File: src/rtl/osds_pkg.sv
// types, codes and constants shared by the obstacle scan drive sequencer
`default_nettype none

package osds_pkg;

    // operation codes of an input word
    typedef enum logic [1:0] {
        OP_TICK   = 2'd0,
        OP_CMD    = 2'd1,
        OP_SAMPLE = 2'd2,
        OP_NONE   = 2'd3
    } t_op;

    // motor drive codes
    typedef enum logic [2:0] {
        DRV_STOP  = 3'd0,
        DRV_FWD   = 3'd1,
        DRV_BACK  = 3'd2,
        DRV_LEFT  = 3'd3,
        DRV_RIGHT = 3'd4
    } t_drive;

    // autonomous phases
    typedef enum logic [3:0] {
        PH_FORWARD    = 4'd0,
        PH_SCAN_STOP  = 4'd1,
        PH_SCAN_LEFT  = 4'd2,
        PH_SCAN_RIGHT = 4'd3,
        PH_DECIDE     = 4'd4,
        PH_BACKUP     = 4'd5,
        PH_TURN_LEFT  = 4'd6,
        PH_TURN_RIGHT = 4'd7,
        PH_RESUME     = 4'd8
    } t_phase;

    // ascii command bytes
    localparam logic [7:0] CMD_FWD    = 8'h46;
    localparam logic [7:0] CMD_BACK   = 8'h42;
    localparam logic [7:0] CMD_LEFT   = 8'h4C;
    localparam logic [7:0] CMD_RIGHT  = 8'h52;
    localparam logic [7:0] CMD_STOP   = 8'h53;
    localparam logic [7:0] CMD_AUTO   = 8'h41;
    localparam logic [7:0] CMD_MANUAL = 8'h4D;
    localparam logic [7:0] CMD_LOOK_L = 8'h31;
    localparam logic [7:0] CMD_LOOK_R = 8'h32;
    localparam logic [7:0] CMD_LOOK_C = 8'h33;

    // register indexes on the config port
    localparam logic [2:0] REG_SAFE_THRESHOLD = 3'd0;
    localparam logic [2:0] REG_DRIVE_SPEED    = 3'd1;
    localparam logic [2:0] REG_TURN_SPEED     = 3'd2;
    localparam logic [2:0] REG_CONFIRM_COUNT  = 3'd3;
    localparam logic [2:0] REG_TURN_TIME      = 3'd4;
    localparam logic [2:0] REG_BACKUP_TIME    = 3'd5;

    // register reset values
    localparam logic [13:0] SAFE_THRESHOLD_RST = 14'd200;
    localparam logic [7:0]  DRIVE_SPEED_RST    = 8'd230;
    localparam logic [7:0]  TURN_SPEED_RST     = 8'd230;
    localparam logic [3:0]  CONFIRM_COUNT_RST  = 4'd2;
    localparam logic [11:0] TURN_TIME_RST      = 12'd600;
    localparam logic [11:0] BACKUP_TIME_RST    = 12'd500;

    // servo angles and distances
    localparam logic [7:0]  ANGLE_LEFT   = 8'd150;
    localparam logic [7:0]  ANGLE_CENTER = 8'd90;
    localparam logic [7:0]  ANGLE_RIGHT  = 8'd30;
    localparam logic [13:0] NO_ECHO      = 14'd9990;

    // phase timing in milliseconds
    localparam logic [11:0] ELAPSED_MAX    = 12'd4095;
    localparam logic [11:0] SCAN_STOP_MS   = 12'd200;
    localparam logic [11:0] SCAN_LEFT_MS   = 12'd500;
    localparam logic [11:0] SCAN_RIGHT_MS  = 12'd700;
    localparam logic [11:0] DECIDE_MS      = 12'd300;
    localparam logic [11:0] RESUME_MS      = 12'd100;
    localparam logic [3:0]  CLOSE_MAX      = 4'd15;

    // configuration registers
    typedef struct packed {
        logic [13:0] safe_threshold;
        logic [7:0]  drive_speed;
        logic [7:0]  turn_speed;
        logic [3:0]  confirm_count;
        logic [11:0] turn_time;
        logic [11:0] backup_time;
    } t_cfg;

    // sequencer state
    typedef struct packed {
        logic        mode;
        t_phase      phase;
        logic [11:0] elapsed;
        logic [13:0] latest;
        logic [13:0] left_dist;
        logic [13:0] right_dist;
        logic [3:0]  close_count;
        t_drive      drive;
        logic [7:0]  duty;
        logic [7:0]  angle;
    } t_state;

    localparam t_state STATE_RST = '{
        mode:        1'b0,
        phase:       PH_FORWARD,
        elapsed:     12'd0,
        latest:      NO_ECHO,
        left_dist:   NO_ECHO,
        right_dist:  NO_ECHO,
        close_count: 4'd0,
        drive:       DRV_STOP,
        duty:        8'd0,
        angle:       ANGLE_CENTER
    };

endpackage

`default_nettype wire

File: src/rtl/osds_step.sv
// next-state logic for one word: tick, command or sample, then one auto pass
`default_nettype none

module osds_step
    import osds_pkg::*;
(
    input  t_state      i_state,
    input  t_cfg        i_cfg,
    input  logic [1:0]  i_operation,
    input  logic [7:0]  i_command_byte,
    input  logic [13:0] i_distance_tenths,
    output t_state      o_next,
    output logic        o_changed
);

    t_state s;
    t_op    op;
    logic   manual;
    logic   changed;

    always_comb begin
        s       = i_state;
        op      = t_op'(i_operation);
        manual  = ~i_state.mode;
        changed = 1'b0;

        // word specific update
        unique case (op)
            OP_TICK: begin
                if (s.elapsed != ELAPSED_MAX) s.elapsed = s.elapsed + 12'd1;
            end
            OP_CMD: begin
                case (i_command_byte)
                    CMD_FWD: begin
                        if (manual) begin s.drive = DRV_FWD; s.duty = i_cfg.drive_speed; end
                    end
                    CMD_BACK: begin
                        if (manual) begin s.drive = DRV_BACK; s.duty = i_cfg.drive_speed; end
                    end
                    CMD_LEFT: begin
                        if (manual) begin s.drive = DRV_LEFT; s.duty = i_cfg.turn_speed; end
                    end
                    CMD_RIGHT: begin
                        if (manual) begin s.drive = DRV_RIGHT; s.duty = i_cfg.turn_speed; end
                    end
                    CMD_STOP: begin
                        s.drive = DRV_STOP;
                        s.duty  = 8'd0;
                        s.angle = ANGLE_CENTER;
                        if (!manual) begin s.mode = 1'b0; changed = 1'b1; end
                    end
                    CMD_AUTO: begin
                        if (manual) begin
                            s.mode    = 1'b1;
                            s.phase   = PH_FORWARD;
                            s.elapsed = 12'd0;
                            changed   = 1'b1;
                        end
                    end
                    CMD_MANUAL: begin
                        if (!manual) begin
                            s.mode  = 1'b0;
                            s.drive = DRV_STOP;
                            s.duty  = 8'd0;
                            s.angle = ANGLE_CENTER;
                            changed = 1'b1;
                        end
                    end
                    CMD_LOOK_L: s.angle = ANGLE_LEFT;
                    CMD_LOOK_R: s.angle = ANGLE_RIGHT;
                    CMD_LOOK_C: s.angle = ANGLE_CENTER;
                    default: ;
                endcase
            end
            OP_SAMPLE: s.latest = i_distance_tenths;
            default: ;
        endcase

        // one pass of the autonomous sequence
        if (op != OP_NONE && s.mode) begin
            case (s.phase)
                PH_FORWARD: begin
                    s.drive = DRV_FWD;
                    s.duty  = i_cfg.drive_speed;
                    if (op == OP_SAMPLE) begin
                        if (s.latest < i_cfg.safe_threshold) begin
                            if (s.close_count != CLOSE_MAX) s.close_count = s.close_count + 4'd1;
                            if (s.close_count >= i_cfg.confirm_count) begin
                                s.drive       = DRV_STOP;
                                s.duty        = 8'd0;
                                s.phase       = PH_SCAN_STOP;
                                s.elapsed     = 12'd0;
                                s.close_count = 4'd0;
                            end
                        end else begin
                            s.close_count = 4'd0;
                        end
                    end
                end
                PH_SCAN_STOP: begin
                    if (s.elapsed >= SCAN_STOP_MS) begin
                        s.angle   = ANGLE_LEFT;
                        s.phase   = PH_SCAN_LEFT;
                        s.elapsed = 12'd0;
                    end
                end
                PH_SCAN_LEFT: begin
                    if (s.elapsed >= SCAN_LEFT_MS) begin
                        s.left_dist = s.latest;
                        s.angle     = ANGLE_RIGHT;
                        s.phase     = PH_SCAN_RIGHT;
                        s.elapsed   = 12'd0;
                    end
                end
                PH_SCAN_RIGHT: begin
                    if (s.elapsed >= SCAN_RIGHT_MS) begin
                        s.right_dist = s.latest;
                        s.angle      = ANGLE_CENTER;
                        s.phase      = PH_DECIDE;
                        s.elapsed    = 12'd0;
                    end
                end
                PH_DECIDE: begin
                    if (s.elapsed >= DECIDE_MS) begin
                        s.elapsed = 12'd0;
                        if (s.left_dist <= i_cfg.safe_threshold &&
                            s.right_dist <= i_cfg.safe_threshold) begin
                            s.drive = DRV_BACK;
                            s.duty  = i_cfg.drive_speed;
                            s.phase = PH_BACKUP;
                        end else if (s.left_dist > s.right_dist) begin
                            s.drive = DRV_LEFT;
                            s.duty  = i_cfg.turn_speed;
                            s.phase = PH_TURN_LEFT;
                        end else begin
                            s.drive = DRV_RIGHT;
                            s.duty  = i_cfg.turn_speed;
                            s.phase = PH_TURN_RIGHT;
                        end
                    end
                end
                PH_BACKUP: begin
                    if (s.elapsed >= i_cfg.backup_time) begin
                        s.drive   = DRV_RIGHT;
                        s.duty    = i_cfg.turn_speed;
                        s.phase   = PH_TURN_RIGHT;
                        s.elapsed = 12'd0;
                    end
                end
                PH_TURN_LEFT, PH_TURN_RIGHT: begin
                    if (s.elapsed >= i_cfg.turn_time) begin
                        s.drive   = DRV_STOP;
                        s.duty    = 8'd0;
                        s.phase   = PH_RESUME;
                        s.elapsed = 12'd0;
                    end
                end
                PH_RESUME: begin
                    if (s.elapsed >= RESUME_MS) begin
                        s.drive   = DRV_FWD;
                        s.duty    = i_cfg.drive_speed;
                        s.phase   = PH_FORWARD;
                        s.elapsed = 12'd0;
                    end
                end
                default: begin
                    s.phase   = PH_FORWARD;
                    s.elapsed = 12'd0;
                end
            endcase
        end

        o_next    = s;
        o_changed = changed;
    end

endmodule

`default_nettype wire

File: src/rtl/obstacle_scan_drive_sequencer_top.sv
// top level: config registers, sequencer state and registered result word
//
//  channel   direction  handshake                  payload
//  input     in         i_in_valid / o_in_stall    operation, command_byte, distance_tenths
//  output    out        o_out_valid / i_out_stall  drive_command, drive_duty, servo_angle,
//                                                  auto_mode, auto_phase, mode_changed
//  config    in         psel / penable / pready    paddr, pwdata, prdata
//
// one word per cycle while the output side does not stall; the result shows in the cycle after the input word is taken
// the state update is a single combinational pass between the state and result registers
// synchronous active-low reset returns config registers, state and output valid to their defaults
// input stalls only while a result is held and the output side stalls
`default_nettype none

module obstacle_scan_drive_sequencer_top
    import osds_pkg::*;
(
    input  logic        i_clk,
    input  logic        i_rst_n,
    // input words
    input  logic        i_in_valid,
    output logic        o_in_stall,
    input  logic [1:0]  i_operation,
    input  logic [7:0]  i_command_byte,
    input  logic [13:0] i_distance_tenths,
    // result words
    output logic        o_out_valid,
    input  logic        i_out_stall,
    output logic [2:0]  o_drive_command,
    output logic [7:0]  o_drive_duty,
    output logic [7:0]  o_servo_angle,
    output logic        o_auto_mode,
    output logic [3:0]  o_auto_phase,
    output logic        o_mode_changed,
    // config port
    input  logic        psel,
    input  logic        penable,
    input  logic        pwrite,
    input  logic [4:0]  paddr,
    input  logic [31:0] pwdata,
    output logic [31:0] prdata,
    output logic        pready
);

    t_cfg   r_cfg;
    t_state r_state;
    t_state w_next;
    logic   w_changed;
    logic   w_accept;
    logic   w_cfg_wr;
    logic   r_out_valid;
    logic   n_out_valid;
    logic [2:0] w_reg_idx;

    logic [2:0] r_drive_command;
    logic [7:0] r_drive_duty;
    logic [7:0] r_servo_angle;
    logic       r_auto_mode;
    logic [3:0] r_auto_phase;
    logic       r_mode_changed;

    // handshake
    assign o_in_stall  = r_out_valid & i_out_stall;
    assign w_accept    = i_in_valid & ~o_in_stall;
    assign n_out_valid = w_accept | (r_out_valid & i_out_stall);

    // config port decode
    assign pready    = 1'b1;
    assign w_reg_idx = paddr[4:2];
    assign w_cfg_wr  = psel & penable & pwrite & pready;

    always_comb begin
        unique case (w_reg_idx)
            REG_SAFE_THRESHOLD: prdata = {18'd0, r_cfg.safe_threshold};
            REG_DRIVE_SPEED:    prdata = {24'd0, r_cfg.drive_speed};
            REG_TURN_SPEED:     prdata = {24'd0, r_cfg.turn_speed};
            REG_CONFIRM_COUNT:  prdata = {28'd0, r_cfg.confirm_count};
            REG_TURN_TIME:      prdata = {20'd0, r_cfg.turn_time};
            REG_BACKUP_TIME:    prdata = {20'd0, r_cfg.backup_time};
            default:            prdata = 32'd0;
        endcase
    end

    // next-state logic
    osds_step u_step (
        .i_state           (r_state),
        .i_cfg             (r_cfg),
        .i_operation       (i_operation),
        .i_command_byte    (i_command_byte),
        .i_distance_tenths (i_distance_tenths),
        .o_next            (w_next),
        .o_changed         (w_changed)
    );

    // config, state and output valid registers
    always_ff @(posedge i_clk) begin
        if (!i_rst_n) begin
            r_cfg.safe_threshold <= SAFE_THRESHOLD_RST;
            r_cfg.drive_speed    <= DRIVE_SPEED_RST;
            r_cfg.turn_speed     <= TURN_SPEED_RST;
            r_cfg.confirm_count  <= CONFIRM_COUNT_RST;
            r_cfg.turn_time      <= TURN_TIME_RST;
            r_cfg.backup_time    <= BACKUP_TIME_RST;
            r_state              <= STATE_RST;
            r_out_valid          <= 1'b0;
        end else begin
            if (w_cfg_wr) begin
                unique case (w_reg_idx)
                    REG_SAFE_THRESHOLD: r_cfg.safe_threshold <= pwdata[13:0];
                    REG_DRIVE_SPEED:    r_cfg.drive_speed    <= pwdata[7:0];
                    REG_TURN_SPEED:     r_cfg.turn_speed     <= pwdata[7:0];
                    REG_CONFIRM_COUNT:  r_cfg.confirm_count  <= pwdata[3:0];
                    REG_TURN_TIME:      r_cfg.turn_time      <= pwdata[11:0];
                    REG_BACKUP_TIME:    r_cfg.backup_time    <= pwdata[11:0];
                    default: ;
                endcase
            end
            if (w_accept) r_state <= w_next;
            r_out_valid <= n_out_valid;
        end
    end

    // result word
    always_ff @(posedge i_clk) begin
        if (w_accept) begin
            r_drive_command <= w_next.drive;
            r_drive_duty    <= w_next.duty;
            r_servo_angle   <= w_next.angle;
            r_auto_mode     <= w_next.mode;
            r_auto_phase    <= w_next.phase;
            r_mode_changed  <= w_changed;
        end
    end

    assign o_out_valid     = r_out_valid;
    assign o_drive_command = r_drive_command;
    assign o_drive_duty    = r_drive_duty;
    assign o_servo_angle   = r_servo_angle;
    assign o_auto_mode     = r_auto_mode;
    assign o_auto_phase    = r_auto_phase;
    assign o_mode_changed  = r_mode_changed;

    // a free output register never pushes back on the input
    a_no_false_stall: assert property (@(posedge i_clk) disable iff (!i_rst_n)
        !(r_out_valid && i_out_stall) |-> !o_in_stall)
        else $error("input stalled while output register free");

    // stopped motors always carry zero duty
    a_stop_zero_duty: assert property (@(posedge i_clk) disable iff (!i_rst_n)
        r_state.drive == DRV_STOP |-> r_state.duty == 8'd0)
        else $error("stop drive with nonzero duty");

    // while scanning in auto mode the motors stay stopped
    a_scan_stopped: assert property (@(posedge i_clk) disable iff (!i_rst_n)
        (r_state.mode && (r_state.phase == PH_SCAN_STOP || r_state.phase == PH_SCAN_LEFT ||
         r_state.phase == PH_SCAN_RIGHT || r_state.phase == PH_DECIDE))
        |-> r_state.drive == DRV_STOP)
        else $error("motors running during scan");

    // a reported mode change matches a flip of the mode flag
    a_mode_flip: assert property (@(posedge i_clk) disable iff (!i_rst_n)
        (w_accept && w_changed) |-> w_next.mode != r_state.mode)
        else $error("mode change flagged without mode flip");

endmodule

`default_nettype wire

File: config.mk
export PLATFORM = sky130hd
export DESIGN_NAME = obstacle_scan_drive_sequencer_top
export DESIGN_NICKNAME = d
export VERILOG_FILES = /design/src/rtl/osds_pkg.sv /design/src/rtl/osds_step.sv /design/src/rtl/obstacle_scan_drive_sequencer_top.sv
export SDC_FILE = /design/constraint.sdc
export NUM_CORES = 1
export LEC_CHECK = 0
export BUFFER_PORTS_ARGS = -buffer_cell sky130_fd_sc_hd__buf_2
export CAP_MARGIN = 20
export CELL_PAD_IN_SITES_DETAIL_PLACEMENT = 1
export CELL_PAD_IN_SITES_GLOBAL_PLACEMENT = 1
export CORE_MARGIN = 2
export CORE_UTILIZATION = 48
export DETAILED_ROUTE_END_ITERATION = 8
export PLACE_DENSITY_LB_ADDON = 0.1
export SLEW_MARGIN = 0
export SYNTH_ARGS = -nofsm -noshare
export SYNTH_HDL_FRONTEND = slang
export SYNTH_SLANG_ARGS = --single-unit
export TNS_END_PERCENT = 20
File: constraint.sdc
create_clock -name i_clk -period 11.7 [get_ports i_clk]
set_input_delay 1.755 -clock i_clk [delete_from_list [all_inputs] [get_ports i_clk]]
set_output_delay 1.755 -clock i_clk [all_outputs]
set_load 0.01 [all_outputs]
# Word level (Yosys, flattened, before mapping)
# Cells that the tools add are included.
# W data, S select, Z words.
# op_classes
addsub,2
magnitude_cmp,12
n_eq_ne,28
muxes,54
bitwise_logic,6
n_reduce_logical,17
# ops
op,n
$mux W16,13
$mux W11,12
$pmux W16 S8,1
$pmux W14 S6,1
$pmux W11 S6,1
$mux W19,3
$eq A8 B7 Y1 const B,7
$pmux W11 S5,1
$pmux W8 S4,1
$le A14 B14 Y1,2
$eq A8 B6 Y1 const B,3
$ge A12 B12 Y1,2
$ge A12 B9 Y1 const B,2
$mux W4,6
$mux W8,3
$pmux W12 S2,1
$pmux W8 S3,1
$eq A4 B3 Y1 const B,4
$mux W15,1
$gt A14 B14 Y1,1
$lt A14 B14 Y1,1
$mux W14,1
$add A12 B1 Y12 const B,1
$ge A12 B10 Y1 const B,1
30 further kinds,49
# totals
register_bits,166
in_bits,68
out_inout_bits,60
word_cells,142

# Logic depth before layout (Yosys ltp)
# Gate-level depths: netlist of run 1.
# depth
word_depth,13
mapped_depth,17
mapped_depth_nobuf,16

# By module
# Synthesis of run 1 repeated with hierarchy kept, for this count alone.
# unflattened
hier_cells,1424
area_unflattened_um2,11633.7
# modules_own_cells
mod,n_inst,cells_per_inst,area_per_inst_um2,seq_area_each_um2
obstacle_scan_drive_sequencer_top,1,703,6717.7,3573.4
osds_step,1,721,4916.0,0.0

# Worst setup path before layout of run 1
# No wires, ideal clock.
# synth_path
kind,input to register
startpoint,input i_command_byte[2]
endpoint,register r_state[65] (netlist bit)
setup_ns,0.060
arrival_time_ns,5.468
required_ns,11.640
slack_ns,6.172
cell_stages,16
path_buffers,2
path_cell_list,clkbuf_1 or4b_4 nor3_4 clkbuf_1 nor2_1 inv_1 ha_1 nand2b_1 a21o_1 a211oi_1 o211ai_1 a2111oi_0 nor2_1 and4_4 a311oi_4 a22o_1
# synth_between
elab_chain_cells,8
word_cells_on_any_way,38
cone_classes,order compare (7); eq/ne (11); mux (16); reduce/logical (4)
# synth_lines
element,line,text
"start, declared",obstacle_scan_drive_sequencer_top.sv:24,"input logic [7:0] i_command_byte,"
"parallel branches: the longest is 7 deep, another holds $ge A12 B7 Y1",n/a,
$mux W16 (*),osds_step.sv:80,if (op != OP_NONE && s.mode) begin
"end signal, assigned",obstacle_scan_drive_sequencer_top.sv:118,if (w_accept) r_state <= w_next;
"end, declared",obstacle_scan_drive_sequencer_top.sv:46,t_state r_state;
# Mark *: on every way between the ends.
# A chain may end at the register's enable or synchronous reset.

# Worst setup path in the final report of run 1
# layout_path
startpoint,input i_command_byte[4]
endpoint,register r_state[65] (netlist bit)
# The elaborated chain is that of the path after synthesis.

==> metrics.txt, run 1 <==
status=completed; total track usage=0.292; CP bufs+invs=2; die area=24200 um2; wire length per cell=about 21 um; Synth Flop Type=dfxtp_1; pin count of the biggest net entering global routing=85; via count=around 10000; Max VDD drop=0.0760 mV; final setup vio count=0; Detailed Route WL=34800 um; Synth cell types=98; Worst setup SP type=input port; Post-DRT Antenna Nets=0; Int Pwr=0.000975 W; Crit path required time=12.08 ns; Switching Share=0.279; CTS root buffer=clkbuf_16; Syn Inst Count=1299; met2 GRT Util=0.493; leakage power=5.39 nW; Max clock buf depth=2; vias per std cell=6.17; WHS=0.438 ns; Flop pwr share=0.451; first-pass GRT wire length=around 56000 um; Worst slew margin=0.345; Detailed Place HPWL=25900 um; Die W=156 um; core area=22600 um2; flops & latches, synth=166; crit-path most repeated cell=nor2_1; Rows=55; syn_area_per_cell=8.48 um2; 1st-iter DRT viols=~830; power density over the cells=111 nW/um2; latest clock arrival within the worst-skew pair=0.45 ns; Synth Warn #=0; DRC viols=0; Reg2Reg Capture Point=r_state[65]$_SDFFE_PN0P_; Die H=156 um; CTS tree=built; maximum fanout along the worst path=14; Final GP Congestion=~0.9; Post-CTS Repair Setup Buffers=0; Post-Syn Area=11000 um2; crit path DAT=6.59 ns; clock transition at the registers of the reported paths=0.07 ns; CP Capture Type=register; TritonCTS buffer count=17; Most Crowded Layer GR=met2; Initial Utilization=0.488; flop2flop setup slack=a little over 6 ns; Critical Path Stages=15; worst hold path class=reg2reg; Gate power share=0.116; Post-synth EDFFs=25; share of layout cells above drive strength 1=0.135; critical path class=in2reg; Critical R2R Launch=r_state[65]$_SDFFE_PN0P_; fmax=around 160 MHz; Cell Chain, Critical Path=buf_2 > or4b_1 > nor3_4 > nor2_1 > inv_1 > ha_1 > nand2b_1 > a21o_1 > a211oi_1 > o211ai_1 > a2111oi_0 > nor2_1 > and4_4 > a311oi_4 > a22o_1; grt ovf=0; max-slew violation count=0; RSZ-0062 raised after global routing=no; GR Layer Usage met3=0.0331; port bufs=88; met1 global-route usage=0.401; clock share of power=0.433; I/O pin count=around 130; Worst Max-Slew Pin Slew=0.968 ns; CP max stage cell=a2111oi_0; Final Hold Vio Count=0; antenna violations before repair=0; Hold EP=r_state[4]$_SDFFE_PN1P_; diode count=0; hold path cells=1; maxcap violations=0; Seq/Total Area, Yosys=0.324; post-synthesis async set-or-reset flop share=0; synthesis-to-layout area growth=10.1%; H-tree depth=4; CTS Hold Buffers Added=0; Tmin final=6.20 ns; number of global-route vias before repair=10000; top cell family by delay on the critical path=compound AO/OA/AOI/OAI gates; cts repair resizes=0; clock sinks=166; Psw=0.000377 W; ratio of final minimum period to clock period=0.530; Final nets=1493; Initial DRT Pass Iterations=5; Crit path largest cell delay=approximately 0.79 ns; Worst Skew=between 0.015 and 0.02 ns; Hold Path Origin=r_state[4]$_SDFFE_PN1P_; setup_tns=0 ns; Reg2Reg Depth=14
## per-layer routing
layer / vias up / wire [um] / share of wire
met5: - / 0 / 0
met4: 0 / 544 / 0.016
met3: 37 / 1260 / 0.036
met2: 216 / 16700 / 0.48
met1: 5037 / 16300 / 0.47
li1: 4817 / - / -
## synth_stat cells (8+ instances only)
master      n  area share
and4_1      8      0.0064
mux2i_1    32       0.029
or2_2       8      0.0045
a21boi_0   35       0.024
o21ai_0    47       0.021
and2_1     11      0.0062
nand4_1    18       0.010
o21ba_1     8      0.0073
a31o_2      9      0.0072
a21o_1     18       0.012
and3_1     20       0.011
clkbuf_1   63       0.021
o211a_1    27       0.025
nand3_1    37       0.017
nand2_1   187       0.064
ha_1       85       0.097
buf_4      19       0.013
o21a_1     13      0.0089
nor2_1     46       0.016
inv_1      94       0.032
a221o_1     9      0.0082
nor3_1     11      0.0050
a22oi_1    14      0.0095
nor2b_1    20       0.011
a31oi_1    27       0.015
a22o_1     19       0.015
a21oi_1    39       0.018
nor4_1     12      0.0068
o211ai_1   39       0.027
nand2b_1   18       0.010
a211oi_1    8      0.0055
dfxtp_1   141        0.26
edfxtp_1   25       0.068
## state kept, by name, indices dropped and copies added (netlist names)
name / count
r_state: 82
r_cfg: 58
o_drive_duty: 8
o_servo_angle: 8
o_auto_phase: 4
o_drive_command: 3
o_auto_mode: 1
o_mode_changed: 1
o_out_valid: 1
## kinds of logic after synthesis
family,Yosys count,share of synthesized area
buffers and inverters,188,0.0712
XOR/XNOR,4,0.00318
AND/OR/NAND/NOR,438,0.203
adder cells (fa/ha/maj),85,0.0965
AO/OA/AOI/OAI,376,0.257
multiplexers,40,0.0434
other,2,0.000682
flip-flops,166,0.324
## metrics by stage
| step | cells | worst slack (ns) | total power, W | util | area, um2 |
|---|---|---|---|---|---|
| floorplan | 1316 | 6.17 | 0.000727 | - | 11100 |
| global placement | 1605 | 5.27 | 0.000773 | 0.511 | 11500 |
| detailed placement | 1605 | 5.22 | 0.000778 | 0.511 | 11500 |
| CTS | 1637 | 5.60 | 0.00136 | 0.537 | 12100 |
| global route | 1638 | 5.27 | 0.00140 | 0.537 | 12100 |
| finish | 1638 | 5.50 | 0.00135 | 0.537 | 12100 |
## placed cells by master, fill, tap and decap left out, types with 20 or more instances in the layout
cell type	n
o211a_1	27
nor2_1	46
o21ai_0	47
buf_2	87
ha_1	85
inv_1	93
a21boi_0	35
edfxtp_1	25
dfxtp_1	141
o211ai_1	39
and3_1	20
a21oi_1	39
nand2_1	187
mux2i_1	32
nand3_1	37
a31oi_1	27
## cell type report
type,instances,area [um2]
clock buffer,18,429
sequential,166,3570
tap,285,357
fill,2710,10400
inverter,95,357
clock inverter,14,164
timing repair buffer,98,515
multi-input combinational,962,6730
## worst register-to-register path, delay by kind of cell, from the launching register on
| kind | cells | cell delay [ns] |
|---|---|---|
| AND/OR/NAND/NOR | 3 | 0.50 |
| adder cells (fa/ha/maj) | 2 | 0.78 |
| buffers and inverters | 1 | 0.16 |
| flip-flops | 1 | 0.58 |
| AO/OA/AOI/OAI | 8 | 3.40 |
## power by group through the flow
| stage | Sequential (W) | Combinational (W) | Clock (W) |
|---|---|---|---|
| after floorplan | 0.000619 | 0.000107 | 0 |
| after global placement | 0.000622 | 0.000151 | 0 |
| after detailed placement | 0.000622 | 0.000156 | 0 |
| after CTS | 0.000609 | 0.000157 | 0.000593 |
| after global routing | 0.000611 | 0.000174 | 0.000615 |
| final | 0.000610 | 0.000157 | 0.000585 |
## worst max-delay path by stage
stage | from | endpoint | slack, ns
detailed placement | i_command_byte[5] | r_state[70]$_SDFFE_PN0P_ | 5.22
CTS | i_command_byte[5] | r_state[68]$_SDFFE_PN0P_ | 5.60
global route | i_command_byte[4] | r_state[66]$_SDFFE_PN0P_ | 5.27
finish | i_command_byte[4] | r_state[65]$_SDFFE_PN0P_ | 5.50
floorplan | i_command_byte[2] | r_state[65]$_SDFFE_PN0P_ | 6.17
global placement | i_command_byte[5] | r_state[70]$_SDFFE_PN0P_ | 5.27
No activity file was read; power rests on OpenSTA's default activity.
==> inputs of run 2 (changes only) <==
--- a/config.mk
+++ b/config.mk
@@ -10,7 +10,7 @@
 export CELL_PAD_IN_SITES_DETAIL_PLACEMENT = 1
 export CELL_PAD_IN_SITES_GLOBAL_PLACEMENT = 1
 export CORE_MARGIN = 2
-export CORE_UTILIZATION = 48
+export CORE_UTILIZATION = 45
 export DETAILED_ROUTE_END_ITERATION = 8
 export PLACE_DENSITY_LB_ADDON = 0.1
 export SLEW_MARGIN = 0
==> constraint.sdc (replaced) <==
create_clock -name i_clk -period 6.5 [get_ports i_clk]
set_input_delay 0.975 -clock i_clk [delete_from_list [all_inputs] [get_ports i_clk]]
set_output_delay 0.975 -clock i_clk [all_outputs]
set_load 0.01 [all_outputs]
==> run 2 against run 1 <==
Against the previous run: clock-buffer cell count is the same; clock power grew 74%; clock skew shrank 0.0017 ns; sequential cell count is the same; critical endpoint is now r_state[69]$_SDFFE_PN0P_; largest power group unchanged.
==> metrics.txt, run 2 (synthesized netlist as in run 1, its figures left out) <==
CP max stage cell=a2111oi_0 (unchanged); Cell Area, Placed=11600 um2 (was 11500 um2); pin count of the biggest net entering global routing=68 (was 85); Die W=160 um (was 156 um); Worst Max-Slew Pin Slew=1.03 ns (was 0.968 ns); H-tree depth=4 (unchanged); status=completed (unchanged); Cell Chain, Critical Path=ha_1 > inv_1 > o41ai_2 > xor2_1 > nor2_1 > inv_1 > ha_1 > nand2b_1 > a21o_1 > a211oi_1 > o211ai_1 > a2111oi_0 > nor2_1 > and4_4 > a311oi_4 > a22o_1 (was buf_2 > or4b_1 > nor3_4 > nor2_1 > inv_1 > ha_1 > nand2b_1 > a21o_1 > a211oi_1 > o211ai_1 > a2111oi_0 > nor2_1 > and4_4 > a311oi_4 > a22o_1); Reg2Reg Depth=16 (was 14); ratio of final minimum period to clock period=0.835; max-slew violation count=0 (unchanged); Final GP Congestion=0.860 (was 0.919); power density over the cells=197 nW/um2 (was 111 nW/um2); setup_tns=0 ns (unchanged); final setup vio count=0 (unchanged); via count=10100 (about the same); grt ovf=0 (unchanged); Final Hold Vio Count=0 (unchanged); biggest regs=r_state: 82 flops, r_cfg: 58 flops (unchanged); I/O pin count=128 (unchanged); Max clock buf depth=2 (unchanged); worst hold path class=reg2reg (unchanged); latest clock arrival within the worst-skew pair=0.44 ns (was 0.45 ns); Initial Utilization=0.456 (was 0.488); leakage power=5.40 nW (was 5.39 nW); wire length per cell=20.7 um (was 21.2 um); Worst setup SP type=register (was input port); Crit path required time=6.88 ns (was 12.08 ns); top cell family by delay on the critical path=compound AO/OA/AOI/OAI gates (unchanged); cts repair resizes=0 (unchanged); TritonCTS buffer count=17 (unchanged); core area=24200 um2 (was 22600 um2); Hold Path Origin=r_state[4]$_SDFFE_PN1P_ (unchanged); Critical R2R Launch=r_state[65]$_SDFFE_PN0P_ (unchanged); Post-DRT Antenna Nets=0 (unchanged); clock sinks=166 (unchanged); CTS Hold Buffers Added=0 (unchanged); total track usage=0.270 (was 0.292); CP Capture Type=register (unchanged); Final nets=1498 (was 1493); Detailed Place HPWL=26200 um (was 25900 um); flop2flop setup slack=1.07 ns (was 6.23 ns); Max VDD drop=0.172 mV (was 0.0760 mV); maxcap violations=0 (unchanged); Initial DRT Pass Iterations=7 (was 5); Worst slew margin=0.305 (was 0.345); Reg2Reg Capture Point=r_state[69]$_SDFFE_PN0P_ (was r_state[65]$_SDFFE_PN0P_); vias per std cell=6.03 (was 6.17); maximum fanout along the worst path=10 (was 14); CP bufs+invs=2 (unchanged); first-pass GRT wire length=55300 um (was 55500 um); port bufs=88 (unchanged); most frequent cells in the layout=nand2_1, dfxtp_1, inv_1, buf_2, ha_1 (unchanged); max FFs per register=82 (unchanged); diode count=0 (unchanged); Worst Skew=0.0154 ns (was 0.0172 ns); Rows=57 (was 55); design area=12200 um2 (was 12100 um2); DRC viols=0 (unchanged); most common cell after layout, fill and taps aside=nand2_1 (unchanged); number of global-route vias before repair=9848 (was 10000); Post-CTS Repair Setup Buffers=0 (unchanged); crit path DAT=5.81 ns (was 6.59 ns); RSZ-0062 raised after global routing=no (unchanged); fmax=184 MHz; hold path cells=1 (unchanged); CTS tree=built (unchanged); Top reg by flops=r_state (unchanged); 1st-iter DRT viols=720 (was 826); Hold EP=r_state[4]$_SDFFE_PN1P_ (unchanged); critical path class=reg2reg (was in2reg); CTS root buffer=clkbuf_16 (unchanged); Crit path largest cell delay=0.80 ns (was 0.79 ns); Tmin final=about 5.4 ns; Die H=160 um (was 156 um); share of layout cells above drive strength 1=0.138 (was 0.135); die area=25800 um2 (was 24200 um2); Detailed Route WL=34800 um (about the same); clock transition at the registers of the reported paths=0.07 ns (about the same); antenna violations before repair=0 (unchanged); synthesis-to-layout area growth=10.7% (was 10.1%)
## run 2: power by group
part / switching, W / internal, W
sequential: 0.0000240 / 0.00107
clock: 0.000478 / 0.000539
combinational: 0.000180 / 0.000105
## run 2: worst max-delay path by stage
stage	from	endpoint	depth (start not counted)
2_1_floorplan	i_command_byte[2]	r_state[65]$_SDFFE_PN0P_	16
3_3_place_gp	i_command_byte[5]	r_state[69]$_SDFFE_PN0P_	13
3_5_place_dp	i_command_byte[5]	r_state[67]$_SDFFE_PN0P_	13
4_1_cts	r_state[65]$_SDFFE_PN0P_	r_state[69]$_SDFFE_PN0P_	16
5_1_grt	r_state[65]$_SDFFE_PN0P_	r_state[67]$_SDFFE_PN0P_	16
6_report	r_state[65]$_SDFFE_PN0P_	r_state[69]$_SDFFE_PN0P_	16
## run 2: area by class of cell
| class | count | area (um2) |
|---|---|---|
| Fill cell | 2903 | 12000 |
| Multi-Input combinational cell | 962 | 6730 |
| Sequential cell | 166 | 3570 |
| Timing Repair Buffer | 103 | 553 |
| Clock buffer | 18 | 429 |
| Tap cell | 324 | 405 |
| Inverter | 95 | 357 |
| Clock inverter | 14 | 141 |
## run 2: metrics by stage
step | setup slack, ns | hold slack (ns) | total power [W] | utilization | cells
3_5_place_dp | 0.779 | 0.424 | 0.00140 | 0.481 | 1649
2_1_floorplan | 1.75 | 0.408 | 0.00131 | - | 1316
3_3_place_gp | 0.864 | 0.420 | 0.00140 | 0.481 | 1649
4_1_cts | 1.17 | 0.447 | 0.00242 | 0.504 | 1681
5_1_grt | 0.733 | 0.463 | 0.00249 | 0.504 | 1682
6_report | 1.07 | 0.443 | 0.00240 | 0.504 | 1682
## run 2: routing by layer
metal / routed length, um / global-route usage / vias up
met5: 0 / 0 / -
met4: 718 / 0.0778 / 0
met3: 1320 / 0.0300 / 35
met2: 16100 / 0.436 / 256
met1: 16700 / 0.382 / 5024
li1: - / - / 4825
